**src/rtl/core/asrb_pkg.sv**
```systemverilog
// Shared types and constants for the accelerometer sample ring buffer
`timescale 1ns / 1ps

package asrb_pkg;

  // request codes carried in the kind field
  localparam logic [1:0] KindPush  = 2'd0;
  localparam logic [1:0] KindPop   = 2'd1;
  localparam logic [1:0] KindClear = 2'd2;

  // zero-g offset of the raw conversions
  localparam logic [11:0] ZeroG = 12'd2048;

  // most samples one pop may return
  localparam logic [6:0] MaxPop = 7'd64;

  // ceiling of the stored_left field
  localparam int LeftMax = 127;

  // response status codes
  localparam logic StatusSample = 1'b0;
  localparam logic StatusEmpty  = 1'b1;

  // one stored three-axis sample
  typedef struct packed {
    logic signed [11:0] x;
    logic signed [11:0] y;
    logic signed [11:0] z;
  } sample_t;

  // request word
  typedef struct packed {
    logic [1:0]  kind;
    logic [11:0] x_raw;
    logic [11:0] y_raw;
    logic [11:0] z_raw;
    logic        sample_ok;
    logic [6:0]  max_pop;
  } in_word_t;

  // response word
  typedef struct packed {
    logic               status;
    logic signed [11:0] x_accel;
    logic signed [11:0] y_accel;
    logic signed [11:0] z_accel;
    logic               is_last;
    logic               overflow_seen;
    logic [6:0]         stored_left;
  } out_word_t;

endpackage

```
**src/rtl/core/asrb_store.sv**
```systemverilog
// Sample memory: one write port, one read port with registered read data
`timescale 1ns / 1ps

module asrb_store #(
  parameter int DEPTH = 64,
  parameter int AW    = 6
) (
  input  logic              clk_i,
  input  logic              wr_en_i,
  input  logic [AW-1:0]     wr_addr_i,
  input  asrb_pkg::sample_t wr_data_i,
  input  logic              rd_en_i,
  input  logic [AW-1:0]     rd_addr_i,
  output asrb_pkg::sample_t rd_data_o
);

  asrb_pkg::sample_t mem_q [DEPTH];
  asrb_pkg::sample_t rd_data_q;

  // write port
  always_ff @(posedge clk_i) begin
    if (wr_en_i) begin
      mem_q[wr_addr_i] <= wr_data_i;
    end
  end

  // read port, data held until the next read
  always_ff @(posedge clk_i) begin
    if (rd_en_i) begin
      rd_data_q <= mem_q[rd_addr_i];
    end
  end

  assign rd_data_o = rd_data_q;

endmodule

```
**src/rtl/core/accel_sample_ring_buffer_top.sv**
```systemverilog
// Top level of the accelerometer sample ring buffer
`timescale 1ns / 1ps

// Ring of DEPTH three-axis samples kept in a single-port-write, single-port-read
// memory. A push (raw minus 2048 per axis) or a clear gives no response; a
// failed push is dropped. When the ring is full a push replaces the oldest
// sample and sets the sticky overflow flag, which only reset clears. A pop on
// an empty ring gives one empty response word via StEmpty. A pop of n samples
// (n = min(stored, max_pop clamped to 1..64)) runs the sequencer through StRead
// to read the memory and StLoad to load the output register, once per sample,
// StLoad waiting out any output stall; no request is taken until the last word
// of the pop is loaded. Pushes and clears are taken while a response still
// waits in the output register. No clearing pass after reset.

module accel_sample_ring_buffer_top #(
  parameter int DEPTH = 64
) (
  input  logic                clk_i,
  input  logic                rst_ni,
  input  logic                in_valid_i,
  output logic                in_stall_o,
  input  asrb_pkg::in_word_t  in_word_i,
  output logic                out_valid_o,
  input  logic                out_stall_i,
  output asrb_pkg::out_word_t out_word_o
);

  localparam int AW = $clog2(DEPTH);
  localparam int CW = $clog2(DEPTH + 1);

  typedef enum logic [1:0] {
    StIdle,
    StRead,
    StLoad,
    StEmpty
  } state_e;

  state_e              state_q;
  logic [AW-1:0]       rp_q;
  logic [AW-1:0]       wp_q;
  logic [CW-1:0]       cnt_q;
  logic                ovf_q;
  logic [6:0]          left_q;
  logic                out_valid_q;
  asrb_pkg::out_word_t out_word_q;

  logic              accept;
  logic              out_free;
  logic              out_load;
  logic              wr_en;
  logic              rd_en;
  logic [6:0]        req;
  logic [6:0]        pop_n;
  logic [CW-1:0]     cnt_dec;
  asrb_pkg::sample_t wr_data;
  asrb_pkg::sample_t rd_data;

  // ring pointer advance
  function automatic logic [AW-1:0] next_slot(input logic [AW-1:0] p);
    next_slot = (p == AW'(DEPTH - 1)) ? '0 : p + 1'b1;
  endfunction

  // stored count as reported, saturated
  function automatic logic [6:0] left_field(input logic [CW-1:0] c);
    left_field = (32'(c) > asrb_pkg::LeftMax) ? 7'(asrb_pkg::LeftMax) : 7'(c);
  endfunction

  // handshake
  assign accept     = in_valid_i && (state_q == StIdle);
  assign in_stall_o = (state_q != StIdle);
  assign out_free   = !out_valid_q || !out_stall_i;
  assign out_load   = out_free && ((state_q == StLoad) || (state_q == StEmpty));

  // push data with zero-g offset removed
  assign wr_data.x = 12'(in_word_i.x_raw - asrb_pkg::ZeroG);
  assign wr_data.y = 12'(in_word_i.y_raw - asrb_pkg::ZeroG);
  assign wr_data.z = 12'(in_word_i.z_raw - asrb_pkg::ZeroG);
  assign wr_en     = accept && (in_word_i.kind == asrb_pkg::KindPush) && in_word_i.sample_ok;
  assign rd_en     = (state_q == StRead);

  // pop length: request clamped to 1..64, then to the stored count
  always_comb begin
    priority if (in_word_i.max_pop == 7'd0) begin
      req = 7'd1;
    end else if (in_word_i.max_pop > asrb_pkg::MaxPop) begin
      req = asrb_pkg::MaxPop;
    end else begin
      req = in_word_i.max_pop;
    end
    pop_n = (32'(cnt_q) < 32'(req)) ? 7'(cnt_q) : req;
  end

  assign cnt_dec = cnt_q - 1'b1;

  asrb_store #(
    .DEPTH (DEPTH),
    .AW    (AW)
  ) u_store (
    .clk_i     (clk_i),
    .wr_en_i   (wr_en),
    .wr_addr_i (wp_q),
    .wr_data_i (wr_data),
    .rd_en_i   (rd_en),
    .rd_addr_i (rp_q),
    .rd_data_o (rd_data)
  );

  // sequencer, ring state and output register
  always_ff @(posedge clk_i or negedge rst_ni) begin
    if (!rst_ni) begin
      state_q     <= StIdle;
      rp_q        <= '0;
      wp_q        <= '0;
      cnt_q       <= '0;
      ovf_q       <= 1'b0;
      left_q      <= '0;
      out_valid_q <= 1'b0;
      out_word_q  <= '0;
    end else begin
      // output register: loaded by the sequencer, emptied when taken
      if (out_load) begin
        out_valid_q <= 1'b1;
      end else if (out_valid_q && !out_stall_i) begin
        out_valid_q <= 1'b0;
      end
      unique case (state_q)
        StIdle: begin
          if (accept) begin
            unique case (in_word_i.kind)
              asrb_pkg::KindPush: begin
                if (in_word_i.sample_ok) begin
                  wp_q <= next_slot(wp_q);
                  if (cnt_q == CW'(DEPTH)) begin
                    ovf_q <= 1'b1;
                    rp_q  <= next_slot(rp_q);
                  end else begin
                    cnt_q <= cnt_q + 1'b1;
                  end
                end
              end
              asrb_pkg::KindPop: begin
                if (cnt_q == '0) begin
                  state_q <= StEmpty;
                end else begin
                  left_q  <= pop_n;
                  state_q <= StRead;
                end
              end
              asrb_pkg::KindClear: begin
                cnt_q <= '0;
                rp_q  <= '0;
                wp_q  <= '0;
              end
              default: begin
              end
            endcase
          end
        end
        StRead: begin
          state_q <= StLoad;
        end
        StLoad: begin
          if (out_free) begin
            out_word_q.status          <= asrb_pkg::StatusSample;
            out_word_q.x_accel         <= rd_data.x;
            out_word_q.y_accel         <= rd_data.y;
            out_word_q.z_accel         <= rd_data.z;
            out_word_q.is_last         <= (left_q == 7'd1);
            out_word_q.overflow_seen   <= ovf_q;
            out_word_q.stored_left     <= left_field(cnt_dec);
            rp_q                       <= next_slot(rp_q);
            cnt_q                      <= cnt_dec;
            left_q                     <= left_q - 1'b1;
            state_q                    <= (left_q == 7'd1) ? StIdle : StRead;
          end
        end
        StEmpty: begin
          if (out_free) begin
            out_word_q.status          <= asrb_pkg::StatusEmpty;
            out_word_q.x_accel         <= '0;
            out_word_q.y_accel         <= '0;
            out_word_q.z_accel         <= '0;
            out_word_q.is_last         <= 1'b1;
            out_word_q.overflow_seen   <= ovf_q;
            out_word_q.stored_left     <= left_field(cnt_q);
            state_q                    <= StIdle;
          end
        end
        default: begin
          state_q <= StIdle;
        end
      endcase
    end
  end

  assign out_valid_o = out_valid_q;
  assign out_word_o  = out_word_q;

endmodule

```
**config.mk**
```make
export PLATFORM = sky130hd
export DESIGN_NAME = accel_sample_ring_buffer_top
export DESIGN_NICKNAME = d
export VERILOG_FILES = /design/src/rtl/core/asrb_pkg.sv /design/src/rtl/core/asrb_store.sv /design/src/rtl/core/accel_sample_ring_buffer_top.sv
export SDC_FILE = /design/constraint.sdc
export NUM_CORES = 2
export LEC_CHECK = 0
export BUFFER_PORTS_ARGS = -buffer_cell sky130_fd_sc_hd__buf_4
export CELL_PAD_IN_SITES_DETAIL_PLACEMENT = 1
export CELL_PAD_IN_SITES_GLOBAL_PLACEMENT = 1
export CORE_MARGIN = 8
export CORE_UTILIZATION = 48
export CTS_CLUSTER_DIAMETER = 40
export CTS_CLUSTER_SIZE = 14
export DETAILED_ROUTE_END_ITERATION = 7
export PLACE_DENSITY = 0.77
export SKIP_LAST_GASP = 1
export SLEW_MARGIN = 20
export SYNTH_ARGS = -nofsm -noshare
export SYNTH_HDL_FRONTEND = slang
export SYNTH_SLANG_ARGS = --single-unit
```
**constraint.sdc**
```tcl
create_clock -name clk_i -period 3.73 [get_ports clk_i]
set_input_delay 0.373 -clock clk_i [delete_from_list [all_inputs] [get_ports clk_i]]
set_output_delay 0.373 -clock clk_i [all_outputs]
set_load 0.01 [all_outputs]
```
==> run metrics <==
status=finished, final reports clean; share of synthesized area spent on multiplexers=17.0%; post-synthesis cell type count=54; die area=0.207 mm2; WP data arrival=4.22 ns; Total GRT Usage=26.4%; maximum fanout count along the critical path=14; worst min-delay path class=input pin to register; Worst-Skew Late Latency=0.93 ns; Area growth, synth to finish=16.9%; hold violation count in the final report=0; cell type with the highest aggregate area in the netlist=sky130_fd_sc_hd__edfxtp_1; Top Ports=98; post-CTS setup buffer count=0; input/output buffers=97; via count of the first global-routing pass=50536; area share of the largest cell type after synthesis=75.9%; data required time at the worst endpoint=4.37 ns; average instance area after synthesis=22.6 um2; main combinational cell family by area after synthesis=multiplexers; residual antenna-violating net count after detailed routing=0; placed wire-length estimate after detailed placement=148000 um; peak ir drop on the vdd network=0.493 mV; Placeable Area=0.192 mm2; row count=161; via count=48641; Peak Freq=279 MHz; sw frac=29.4%; Worst Reg2Reg Path Length in Cells=7; number of buffer and inverter stages on the critical path=2; Setup WS post-layout=0.144 ns; synthesized-area fraction occupied by ao, oa, aoi and oai cells=2.05%; post-layout minimum cycle time=3.59 ns; Max transition margin=25.8%; final cell area excluding filler cells=0.108 mm2; clock power share=35.0%; share of total power in sequential cells=39.7%; clock-pin slew of the registers on the worst-case setup and hold paths=0.06 ns; via/cell ratio=6.71; post-cts resize count=0; critical path startpoint=rp_q[0]$_DFFE_PN0P_; internal power=55.4 mW; Async SR Flop Fraction=3.15%; Final Wtd Congestion=0.811; Pre-antenna DRT Iters=5; final setup violation count=0; transition time at the pin with the least slew margin=1.11 ns; startpoint-to-endpoint class of the critical path=register to register; number of gates on the worst path with buffers counted=7; Logic pwr share=25.2%; first-pass GRT wire length=385000 um; count of warnings emitted by yosys=0; Worst path slowest cell=sky130_fd_sc_hd__o22ai_1; fraction of the mapped netlist area in adder cells=0.176%; Total Wirelength=276000 um; Commonest cells post-synth=sky130_fd_sc_hd__edfxtp_1, sky130_fd_sc_hd__mux4_2, sky130_fd_sc_hd__nand2_1; post-detailed-route DRC marker count=0; width of the chip=455 um; Hold Slack=0.0363 ns; share of post-route cells with drive strength above 1=31.5%; reg-to-reg critical path startpoint=rp_q[0]$_DFFE_PN0P_; height of the die=455 um; CTS Buffer Depth=4; top area cells in the synthesized netlist=sky130_fd_sc_hd__edfxtp_1, sky130_fd_sc_hd__mux4_2, sky130_fd_sc_hd__dfrtp_1; net count after synthesis=4159; H-Tree Level Count=5; Iter 0 DRT Violations=7035; leading register cell type out of synthesis=sky130_fd_sc_hd__edfxtp_1; root cell of the clock tree=sky130_fd_sc_hd__clkbuf_16; unrepaired setup endpoints after global routing=no; number of cells traversed by the worst hold path=1; cells along the critical path=buf_12 -> buf_4 -> mux4_2 -> mux2i_1 -> o221ai_1 -> o22ai_1 -> nor2_1; cell area after technology mapping=0.0926 mm2; delay contributed by the slowest stage of the critical path=0.75 ns; Cell Pwr Density=725 mW/mm2; pin count of the biggest net entering global routing=106; final net count=4591; initial antenna violation count=14; wire length per cell=38.1 um; total placed instance area=0.0987 mm2; hold-fix buffers at CTS=38; most frequently used cell type in the post-synthesis netlist=sky130_fd_sc_hd__edfxtp_1; Gate Count Post-Synth=4096; max-slew violation count=0; total clock buffers created by CTS=285; Seq cells post-synth=2416; pre-CTS WS=0.354 ns; Top delay family on crit path=compound AO/OA/AOI/OAI gates; P_sw=23.1 mW; GR Overflow Total=0; type of origin of the critical path=register; fraction of the yosys area taken by sequential cells=77.9%; total power consumption of the routed design=78.5 mW; final worst path period share=96.1%; reported max-cap violation count=0; crit end category=register; leakage component of the power=34.2 nW; HP Start=in_word_i[14]; aggregate negative setup slack=0 ns; XOR/XNOR share of the synthesized area=0.0945%; worst clock skew=0.0563 ns; number of enable-type register cells in the synthesized netlist=2340; clk sinks=2416; area share of and/or/nand/nor cells after synthesis=1.61%; starting utilization of the core area=48.2%; CTS tree=done
-- cells in the final DEF (no fill, tap or decap), drive strengths merged, types with 5 or more instances in the layout --
cell type	Yosys	layout
a21o	8	8
a21oi	20	20
a22o	6	6
a22oi	67	67
a31oi	15	15
and3	8	8
buf	118	334
bufinv	0	22
clkbuf	109	324
clkinv	0	67
clkinvlp	0	23
dfrtp	76	76
diode	0	5
dlygate4sd3	0	38
edfxtp	2340	2340
ha	13	13
inv	14	56
mux2i	143	143
mux4	636	636
nand2	152	152
nand2b	7	7
nand3	15	15
nand4	5	5
nor2	125	125
nor2b	9	9
nor3	12	12
o21ai	65	65
o221ai	23	23
o22ai	58	58
xnor2	5	5
xor2	5	5
-- path summary, 6_finish.rpt --
check / slack [ns] / endpoint
worst max-delay path: 0.14 / u_store.rd_data_o[13]$_DFFE_PP_
worst min-delay path: 0.04 / u_store.mem_q[28][6]$_DFFE_PP_
worst max register to register: 0.14 / u_store.rd_data_o[13]$_DFFE_PP_
worst min register to register: 0.48 / out_word_o[25]$_DFFE_PN0P_
max in group asynchronous: 2.75 / out_word_o[36]$_DFFE_PN0P_
min in group asynchronous: 0.09 / out_word_o[34]$_DFFE_PN0P_
-- cells by family (layout without fill, tap and decap cells) --
family                   count (synthesis)  in the layout
buffers and inverters                  241            864
XOR/XNOR                                10             10
flip-flops                            2416           2416
other                                    0              5
adder cells (fa/ha/maj)                 13             13
AO/OA/AOI/OAI                          284            284
AND/OR/NAND/NOR                        352            352
multiplexers                           780            780
-- sequential cells by signal, indices dropped and copies added, names as in the netlist --
name and cells:
left_q 7, state_q 2, out_word_o 46, out_valid_o 1, u_store.mem_q 2304, wp_q 6, u_store.rd_data_o 36, cnt_q 7
rp_q 6, ovf_q 1
-- through the flow --
| step | instances | utilization (%) |
|---|---|---|
| after CTS | 7244 | 56.3 |
| after global routing | 7249 | 56.3 |
| after global placement | 6728 | 51.4 |
| after detailed placement | 6728 | 51.4 |
| after floorplan | 4096 | - |
| final | 7250 | 56.4 |
-- area by class of cell --
class                      count  area, um2
timing repair buffer         372       3770
fill                       16156      83900
sequential                  2416      72200
antenna                        5       12.5
tap                         2526       3160
clock buffer                 324       7500
inverter                      14       52.6
clock inverter               154       1690
multi-input combinational   1439      19900
-- layer usage --
metal  vias to the layer above  routed length, um  track usage [%]
met5                         -                 23                0
met4                         4              13800             11.1
met3                       785              31100             6.74
met2                      3778             133000             43.3
met1                     25842              98300             33.8
li1                      18232                  -                -
-- worst register-to-register path, stage by stage, from the launching register on --
cell	delay (ns)
sky130_fd_sc_hd__dfrtp_4	0.64
sky130_fd_sc_hd__buf_12	0.27
sky130_fd_sc_hd__buf_4	0.35
sky130_fd_sc_hd__mux4_2	0.57
sky130_fd_sc_hd__mux2i_1	0.17
sky130_fd_sc_hd__o221ai_1	0.43
sky130_fd_sc_hd__o22ai_1	0.75
sky130_fd_sc_hd__nor2_1	0.13
-- power by group through the flow --
stage          Sequential (mW)  Clock [mW]  Combinational, mW
3_5_place_dp              31.8           0               19.3
6_report                  31.2        27.5               19.8
4_1_cts                   31.2        27.8               19.7
2_1_floorplan             31.4           0               12.3
3_3_place_gp              31.7           0               18.8
5_1_grt                   31.2        28.5               20.7
No activity file was read; power rests on OpenSTA's default activity.
